`src/fcfe_pkg.sv`:
```
// Shared types, constants and helper functions of the current feedback front end.
`timescale 1ns / 1ps

package fcfe_pkg;

    localparam int SINE_TABLE_BITS_DEF = 10;
    localparam int CFG_ADDR_W = 3;
    localparam int CFG_DATA_W = 16;

    localparam logic [CFG_ADDR_W-1:0] CFG_FILTER_ALPHA = 3'd0;
    localparam logic [CFG_ADDR_W-1:0] CFG_ENC_ZERO     = 3'd1;
    localparam logic [CFG_ADDR_W-1:0] CFG_POLE_CNT     = 3'd2;
    localparam logic [CFG_ADDR_W-1:0] CFG_REVERSE_DIR  = 3'd3;
    localparam logic [CFG_ADDR_W-1:0] CFG_HALF_TURN    = 3'd4;
    localparam logic [CFG_ADDR_W-1:0] CFG_USE_ENCODER  = 3'd5;

    localparam logic [14:0] RST_FILTER_ALPHA = 15'd16384;
    localparam logic [6:0]  RST_POLE_CNT     = 7'd7;

    typedef enum logic [4:0] {
        ST_IDLE, ST_REC, ST_LAG, ST_CLA, ST_CLB,
        ST_SA, ST_SB, ST_SC, ST_SD,
        ST_CA, ST_CB, ST_CC, ST_CD, ST_CR,
        ST_P1, ST_P2, ST_P3, ST_P4, ST_P5
    } t_state;

    typedef enum logic [1:0] {
        REC_RAW,
        REC_NEG,
        REC_SUM
    } t_rec_mode;

    typedef enum logic [1:0] {
        PH_U,
        PH_V,
        PH_W
    } t_phase;

    typedef struct packed {
        logic load;
        logic update;
    } t_lane_ctl;

    typedef struct packed {
        logic [14:0] filter_alpha;
        logic [15:0] enc_zero;
        logic [6:0]  pole_cnt;
        logic        reverse_dir;
        logic        half_turn_offset;
        logic        use_encoder;
    } t_cfg;

    typedef struct packed {
        logic signed [15:0] i_alpha;
        logic signed [15:0] i_beta;
        logic signed [15:0] i_d;
        logic signed [15:0] i_q;
        logic [15:0]        elec_angle;
    } t_result;

    function automatic logic signed [15:0] sat16(input logic signed [39:0] v);
        if (v > 40'sd32767) begin
            return 16'sh7FFF;
        end
        if (v < -40'sd32768) begin
            return 16'sh8000;
        end
        return v[15:0];
    endfunction

    // Decides how a phase is rebuilt from the samples in a given sector.
    function automatic t_rec_mode rec_mode(input t_phase phase, input logic [2:0] sector);
        t_phase sum_phase;
        logic   raw;
        sum_phase = PH_U;
        raw       = 1'b0;
        unique case (sector)
            3'd1, 3'd6: sum_phase = PH_U;
            3'd2, 3'd3: sum_phase = PH_V;
            3'd4, 3'd5: sum_phase = PH_W;
            default:    raw = 1'b1;
        endcase
        if (raw) begin
            return REC_RAW;
        end
        return (phase == sum_phase) ? REC_SUM : REC_NEG;
    endfunction

endpackage

```
`src/fcfe_merge.sv`:
```
// Sequencer and merging stage: angle, Clarke, sine and Park on one shared multiplier.
`timescale 1ns / 1ps

module fcfe_merge #(
    parameter int SINE_TABLE_BITS = fcfe_pkg::SINE_TABLE_BITS_DEF
) (
    input  logic                i_clk,
    input  logic                i_rst_n,
    input  logic                i_start,
    input  logic [15:0]         i_mech,
    input  fcfe_pkg::t_cfg      i_cfg,
    input  logic signed [15:0]  i_lag_u,
    input  logic signed [15:0]  i_lag_v,
    input  logic signed [15:0]  i_lag_w,
    output fcfe_pkg::t_lane_ctl o_lane_ctl,
    output logic                o_idle,
    output logic                o_valid,
    input  logic                i_ready,
    output fcfe_pkg::t_result   o_result
);

    localparam logic [15:0] ANG_MASK = ~16'((32'd1 << (16 - SINE_TABLE_BITS)) - 32'd1);

    fcfe_pkg::t_state   r_state;
    fcfe_pkg::t_state   n_state;
    logic               mul_en;
    logic               out_load;
    logic signed [19:0] mul_a;
    logic signed [19:0] mul_b;
    logic signed [39:0] mul_p;
    logic signed [39:0] r_prod;

    logic [15:0]        r_ang;
    logic [15:0]        r_held;
    logic [14:0]        r_zs;
    logic [14:0]        r_zc;
    logic               r_sgn_s;
    logic               r_sgn_c;
    logic [14:0]        r_z2;
    logic signed [15:0] r_ia;
    logic signed [15:0] r_ib;
    logic signed [15:0] r_sin;
    logic signed [15:0] r_cos;
    logic signed [31:0] r_acc;
    logic signed [15:0] r_id;
    logic               r_out_valid;
    fcfe_pkg::t_result  r_out;

    logic [15:0]        mech_diff;
    logic [15:0]        ang_rev;
    logic [15:0]        ang_new;
    logic [15:0]        ang_s;
    logic [15:0]        ang_c;
    logic signed [18:0] clarke_s;
    logic signed [19:0] clarke_m;
    logic signed [16:0] diff_vw;
    logic [14:0]        prod_sh14;
    logic [14:0]        inner;
    logic [14:0]        mid;
    logic [16:0]        s_raw;
    logic [15:0]        s_cap;
    logic               sgn_now;
    logic signed [15:0] sine_val;
    logic signed [15:0] ia_new;
    logic signed [15:0] ib_new;
    logic signed [15:0] id_new;
    logic signed [15:0] iq_new;

    always_comb begin
        mech_diff = i_mech - i_cfg.enc_zero;
        ang_rev   = i_cfg.reverse_dir ? 16'(16'd0 - r_prod[15:0]) : r_prod[15:0];
        ang_new   = i_cfg.half_turn_offset ? (ang_rev ^ 16'h8000) : ang_rev;
        ang_s     = r_ang & ANG_MASK;
        ang_c     = ang_s + 16'h4000;
        clarke_s  = 19'(i_lag_u) + 19'(i_lag_u) - 19'(i_lag_v) - 19'(i_lag_w);
        // Offset by whole thirds so the reciprocal multiply sees a positive value.
        clarke_m  = 20'(clarke_s) + 20'sd196609;
        diff_vw   = 17'(i_lag_v) - 17'(i_lag_w);
        prod_sh14 = r_prod[28:14];
        inner     = 15'd10583 - prod_sh14;
        mid       = 15'd25736 - prod_sh14;
        s_raw     = r_prod[29:13];
        s_cap     = (s_raw > 17'd32767) ? 16'd32767 : s_raw[15:0];
        sgn_now   = (r_state == fcfe_pkg::ST_CR) ? r_sgn_c : r_sgn_s;
        sine_val  = sgn_now ? -signed'(s_cap) : signed'(s_cap);
        ia_new    = fcfe_pkg::sat16(40'(signed'({3'b0, r_prod[36:19]})) - 40'sd65536);
        ib_new    = fcfe_pkg::sat16((r_prod + 40'sd32768) >>> 16);
        id_new    = fcfe_pkg::sat16((40'(r_acc) + r_prod + 40'sd16384) >>> 15);
        iq_new    = fcfe_pkg::sat16((40'(r_acc) - r_prod + 40'sd16384) >>> 15);
    end

    assign mul_p = mul_a * mul_b;

    always_comb begin
        n_state    = r_state;
        o_lane_ctl = '0;
        mul_en     = 1'b0;
        mul_a      = '0;
        mul_b      = '0;
        out_load   = 1'b0;
        unique case (r_state)
            fcfe_pkg::ST_IDLE: begin
                if (i_start) begin
                    n_state = fcfe_pkg::ST_REC;
                end
            end
            fcfe_pkg::ST_REC: begin
                o_lane_ctl.load = 1'b1;
                mul_en  = 1'b1;
                mul_a   = signed'({4'b0, mech_diff});
                mul_b   = signed'({13'b0, i_cfg.pole_cnt});
                n_state = fcfe_pkg::ST_LAG;
            end
            fcfe_pkg::ST_LAG: begin
                o_lane_ctl.update = 1'b1;
                n_state = fcfe_pkg::ST_CLA;
            end
            fcfe_pkg::ST_CLA: begin
                mul_en  = 1'b1;
                mul_a   = clarke_m;
                mul_b   = 20'sd174763;
                n_state = fcfe_pkg::ST_CLB;
            end
            fcfe_pkg::ST_CLB: begin
                mul_en  = 1'b1;
                mul_a   = 20'(diff_vw);
                mul_b   = 20'sd37837;
                n_state = fcfe_pkg::ST_SA;
            end
            fcfe_pkg::ST_SA: begin
                mul_en  = 1'b1;
                mul_a   = signed'({5'b0, r_zs});
                mul_b   = signed'({5'b0, r_zs});
                n_state = fcfe_pkg::ST_SB;
            end
            fcfe_pkg::ST_SB, fcfe_pkg::ST_CB: begin
                mul_en  = 1'b1;
                mul_a   = signed'({5'b0, prod_sh14});
                mul_b   = 20'sd1306;
                n_state = (r_state == fcfe_pkg::ST_SB) ? fcfe_pkg::ST_SC : fcfe_pkg::ST_CC;
            end
            fcfe_pkg::ST_SC, fcfe_pkg::ST_CC: begin
                mul_en  = 1'b1;
                mul_a   = signed'({5'b0, r_z2});
                mul_b   = signed'({5'b0, inner});
                n_state = (r_state == fcfe_pkg::ST_SC) ? fcfe_pkg::ST_SD : fcfe_pkg::ST_CD;
            end
            fcfe_pkg::ST_SD: begin
                mul_en  = 1'b1;
                mul_a   = signed'({5'b0, r_zs});
                mul_b   = signed'({5'b0, mid});
                n_state = fcfe_pkg::ST_CA;
            end
            fcfe_pkg::ST_CA: begin
                mul_en  = 1'b1;
                mul_a   = signed'({5'b0, r_zc});
                mul_b   = signed'({5'b0, r_zc});
                n_state = fcfe_pkg::ST_CB;
            end
            fcfe_pkg::ST_CD: begin
                mul_en  = 1'b1;
                mul_a   = signed'({5'b0, r_zc});
                mul_b   = signed'({5'b0, mid});
                n_state = fcfe_pkg::ST_CR;
            end
            fcfe_pkg::ST_CR: begin
                n_state = fcfe_pkg::ST_P1;
            end
            fcfe_pkg::ST_P1: begin
                mul_en  = 1'b1;
                mul_a   = 20'(r_ia);
                mul_b   = 20'(r_cos);
                n_state = fcfe_pkg::ST_P2;
            end
            fcfe_pkg::ST_P2: begin
                mul_en  = 1'b1;
                mul_a   = 20'(r_ib);
                mul_b   = 20'(r_sin);
                n_state = fcfe_pkg::ST_P3;
            end
            fcfe_pkg::ST_P3: begin
                mul_en  = 1'b1;
                mul_a   = 20'(r_ib);
                mul_b   = 20'(r_cos);
                n_state = fcfe_pkg::ST_P4;
            end
            fcfe_pkg::ST_P4: begin
                mul_en  = 1'b1;
                mul_a   = 20'(r_ia);
                mul_b   = 20'(r_sin);
                n_state = fcfe_pkg::ST_P5;
            end
            fcfe_pkg::ST_P5: begin
                if (!r_out_valid || i_ready) begin
                    out_load = 1'b1;
                    n_state  = fcfe_pkg::ST_IDLE;
                end
            end
            default: n_state = fcfe_pkg::ST_IDLE;
        endcase
    end

    always_ff @(posedge i_clk) begin
        if (!i_rst_n) begin
            r_state <= fcfe_pkg::ST_IDLE;
        end else begin
            r_state <= n_state;
        end
    end

    always_ff @(posedge i_clk) begin
        if (!i_rst_n) begin
            r_held <= '0;
        end else if (r_state == fcfe_pkg::ST_LAG && i_cfg.use_encoder) begin
            r_held <= ang_new;
        end
    end

    always_ff @(posedge i_clk) begin
        if (mul_en) begin
            r_prod <= mul_p;
        end
        unique case (r_state)
            fcfe_pkg::ST_LAG: r_ang <= i_cfg.use_encoder ? ang_new : r_held;
            fcfe_pkg::ST_CLA: begin
                r_zs    <= ang_s[14] ? 15'(15'd16384 - {1'b0, ang_s[13:0]})
                                     : {1'b0, ang_s[13:0]};
                r_zc    <= ang_c[14] ? 15'(15'd16384 - {1'b0, ang_c[13:0]})
                                     : {1'b0, ang_c[13:0]};
                r_sgn_s <= ang_s[15];
                r_sgn_c <= ang_c[15];
            end
            fcfe_pkg::ST_CLB: r_ia <= ia_new;
            fcfe_pkg::ST_SA:  r_ib <= ib_new;
            fcfe_pkg::ST_SB, fcfe_pkg::ST_CB: r_z2 <= prod_sh14;
            fcfe_pkg::ST_CA:  r_sin <= sine_val;
            fcfe_pkg::ST_CR:  r_cos <= sine_val;
            fcfe_pkg::ST_P2, fcfe_pkg::ST_P4: r_acc <= r_prod[31:0];
            fcfe_pkg::ST_P3:  r_id <= id_new;
            default: begin
            end
        endcase
        if (out_load) begin
            r_out.i_alpha    <= r_ia;
            r_out.i_beta     <= r_ib;
            r_out.i_d        <= r_id;
            r_out.i_q        <= iq_new;
            r_out.elec_angle <= r_ang;
        end
    end

    always_ff @(posedge i_clk) begin
        if (!i_rst_n) begin
            r_out_valid <= 1'b0;
        end else if (out_load) begin
            r_out_valid <= 1'b1;
        end else if (i_ready) begin
            r_out_valid <= 1'b0;
        end
    end

    assign o_idle   = (r_state == fcfe_pkg::ST_IDLE);
    assign o_valid  = r_out_valid;
    assign o_result = r_out;

endmodule

```
`config.mk`:
```
export PLATFORM = sky130hd
export DESIGN_NAME = fcfe_merge
export DESIGN_NICKNAME = d
export VERILOG_FILES = /design/src/fcfe_pkg.sv /design/src/fcfe_merge.sv
export SDC_FILE = /design/constraint.sdc
export NUM_CORES = 2
export LEC_CHECK = 0
export BUFFER_PORTS_ARGS = -buffer_cell sky130_fd_sc_hd__buf_2
export CAP_MARGIN = 15
export CORE_MARGIN = 2
export CORE_UTILIZATION = 69
export CTS_CLUSTER_SIZE = 40
export DETAILED_ROUTE_END_ITERATION = 7
export GPL_TIMING_DRIVEN = 0
export PLACE_DENSITY_LB_ADDON = 0.1
export SKIP_CTS_REPAIR_TIMING = 1
export SLEW_MARGIN = 10
export SYNTH_ARGS = -nofsm -noshare
export SYNTH_HDL_FRONTEND = slang
export SYNTH_SLANG_ARGS = --single-unit
```
`constraint.sdc`:
```
create_clock -name i_clk -period 30.9 [get_ports i_clk]
set_clock_uncertainty 0.15 [all_clocks]
set_input_delay 9.27 -clock i_clk [delete_from_list [all_inputs] [get_ports i_clk]]
set_output_delay 9.27 -clock i_clk [all_outputs]
set_load 0.005 [all_outputs]
```
==> summary.txt <==
STA
  – RSZ-0062 raised after global routing: no
  – Hold WS: 269 ps
  – Setup violators final: 0
  – Worst Tran Pin Value: 1320 ps
  – Slew headroom: 11.7%
  – Tcrit/Tclk final: 67.1%
  – Max Slew Vio Count: 0
  – Max Freq: 0.0482 GHz
  – Period minus WS final: 20730 ps
  – Hold Vio Cnt, Final: 0
  – Setup TNS: 0 ps

Logic synthesis
  – Async S/R FF share, synth: 0%
  – Cell area after synthesis: 36300 um2
  – Sequential share of the synthesized area: 24.5%
  – Syn avg cell area: 9.59 um2
  – EDFF count, synth: 282
  – YS warnings: 0
  – Synth Register Bits: 304
  – Area share of the largest cell type after synthesis: 24.4%
  – Synthesized instance count: 3788
  – Post-Syn Nets: 4690
  – Area leader, netlist: fa_1
  – Synth top area cells: fa_1, edfxtp_1, ha_1
  – Number of library cell types mapped by synthesis: 99
  – Main synth FF type: edfxtp_1

Clock tree
  – Clk Latency, worst-skew pair: 570 ps
  – Max H-tree Level: 2
  – Maximum clock path buffer count: 3
  – TritonCTS buffer count: 34
  – Total clock sinks: 304
  – CTS tree: built
  – Worst-path clk slew: 60 ps
  – Root buffer cell: clkbuf_16

Routing
  – Detail Route Antenna Nets: 0
  – DR pass1 iterations: 8
  – Via count: 29500
  – Drt total wl: 112000 um
  – # DRC: 10
  – Drt wl/cell: 23.5 um
  – Initial DRC count: 3202
  – Via-to-Cell Ratio: 6.23

GRT
  – Antenna violations before repair: 1
  – Vias in the first global route: 29000
  – Largest net degree at the start of global routing: 36
  – Overflow after GRT: 0
  – Global-route wire length before repair: 168000 um
  – GR Util All Layers: 41.8%

Worst setup path
  – CP arrival: 20840 ps
  – Slowest-stage cell, CP: clkbuf_1
  – Worst Setup End Kind: register
  – Critical Path RT: 31020 ps
  – CP peak stage delay: 660 ps
  – Crit Path Class: primary input to register
  – Crit start category: primary input
  – Max FO, Critical Path: 10

Die
  – Die Ht: 233 um
  – Die ar.: 54500 um2
  – Die X: 233 um
  – Site Rows: 84
  – Starting Density: 69.4%
  – Core area: 52300 um2
  – Ports: 193

Place
  – RD Place Congestion: 1.05
  – HPWL after DPL: 90900 um
  – Placed Area: 38300 um2
  – IO buf count: 177

Job
  – Max cap viols: 0

Cells and area
  – ANT cells: 0
  – Fillcell total: 3747
  – Most frequent cells in the layout: inv_1, fa_1, ha_1
  – Final #Nets: 4926
  – Multi-input gate area: 24200 um2
  – Post-layout util: 75.5%
  – Layout cells sized above 1: 8.72%
  – Area Overhead vs Synth: 8.83%
  – Reg area: 8910 um2
  – Commonest non-fill, non-tap cell in the layout: inv_1
  – Fin area: 39500 um2

Power
  – Leakage Power: 0.0189 uW
  – Max VDD drop: 0.0969 mV
  – P per Cell Area: 98.9 nW/um2
  – Total Power: 3910 uW

Hold path
  – Min-delay worst type: register to register

Status
  – Failing checks: design-rule violations
  – Status: finished, violations left
layer usage:
| layer | up-vias | share of wire, % | GRT usage [%] |
|---|---|---|---|
| li1 | 13000 | - | - |
| met1 | 14400 | 36 | 53.6 |
| met2 | 1753 | 46 | 64.9 |
| met3 | 435 | 11 | 10.3 |
| met4 | 2 | 6.8 | 24.0 |
| met5 | - | 0.012 | 0 |
flip-flops by register name, summed over array words and instances (netlist names), 5 cells and up:
| signal | count |
|---|---|
| r_prod | 40 |
| r_ia | 16 |
| o_result | 80 |
| r_ib | 16 |
| r_held | 16 |
| r_z2 | 15 |
| r_cos | 16 |
| r_id | 16 |
| r_acc | 32 |
| r_zs | 9 |
| r_state | 5 |
| r_zc | 8 |
| r_sin | 16 |
| r_ang | 16 |
layout make-up:
cell class	count	area share, %
multi-input cells	2630	61.3
flip-flops and latches	304	22.5
inverters	727	6.90
repair buffers	200	2.88
clock buffers	41	2.30
well taps	688	2.18
plain buffers	127	1.31
clock inverters	21	0.579
critical path: cells and delay by family:
kind | cells | cell delay, ps
adders and majority gates | 12 | 5310
AOI/OAI and AO/OA | 14 | 3900
buffers and inverters | 12 | 1970
and+or+nand+nor | 2 | 290
xor gates and xnor gates | 1 | 90
synth_stat cells (45+ instances only):
master	count
inv_1	719
fa_1	442
ha_1	351
nand2_1	324
nor2_1	320
edfxtp_1	282
a21oi_1	168
xnor2_1	139
clkbuf_1	108
a21o_1	94
o21ai_0	94
xor2_1	53
nand3_1	51
nor3_1	45
final timing paths:
check / start / endpoint / slack (ps) / cells past startpoint
setup / recovery: i_lag_w[1] / r_prod[39] / 10170 / 41
hold / removal: r_id[15] / o_result[47] / 270 / 0
setup reg to reg: r_prod[18] / r_prod[39] / 18460 / 35
hold reg to reg: r_id[15] / o_result[47] / 270 / 0
kinds of logic (layout without fill, tap and decap cells):
group | count (synthesis) | after routing | synth area share [%]
simple gates | 942 | 942 | 11.7
flops | 304 | 304 | 24.5
buf+inv | 854 | 1116 | 8.93
compound gates | 674 | 674 | 13.0
fa+ha+maj | 793 | 793 | 36.5
xor+xnor | 192 | 192 | 4.63
mux | 29 | 29 | 0.830
stage by stage:
step	std cells	worst slack (ps)
detailed placement	4672	9890
CTS	4734	10430
global placement	4653	10130
global route	4738	9680
finish	4738	10170
floorplan	3788	11780
power breakdown:
part           total, uW  switching, uW  internal, uW
sequential           710            105           604
combinational       2780           1780           996
clock                422            176           245
total               3910           2060          1850
Power figures use the tool's default switching activity.
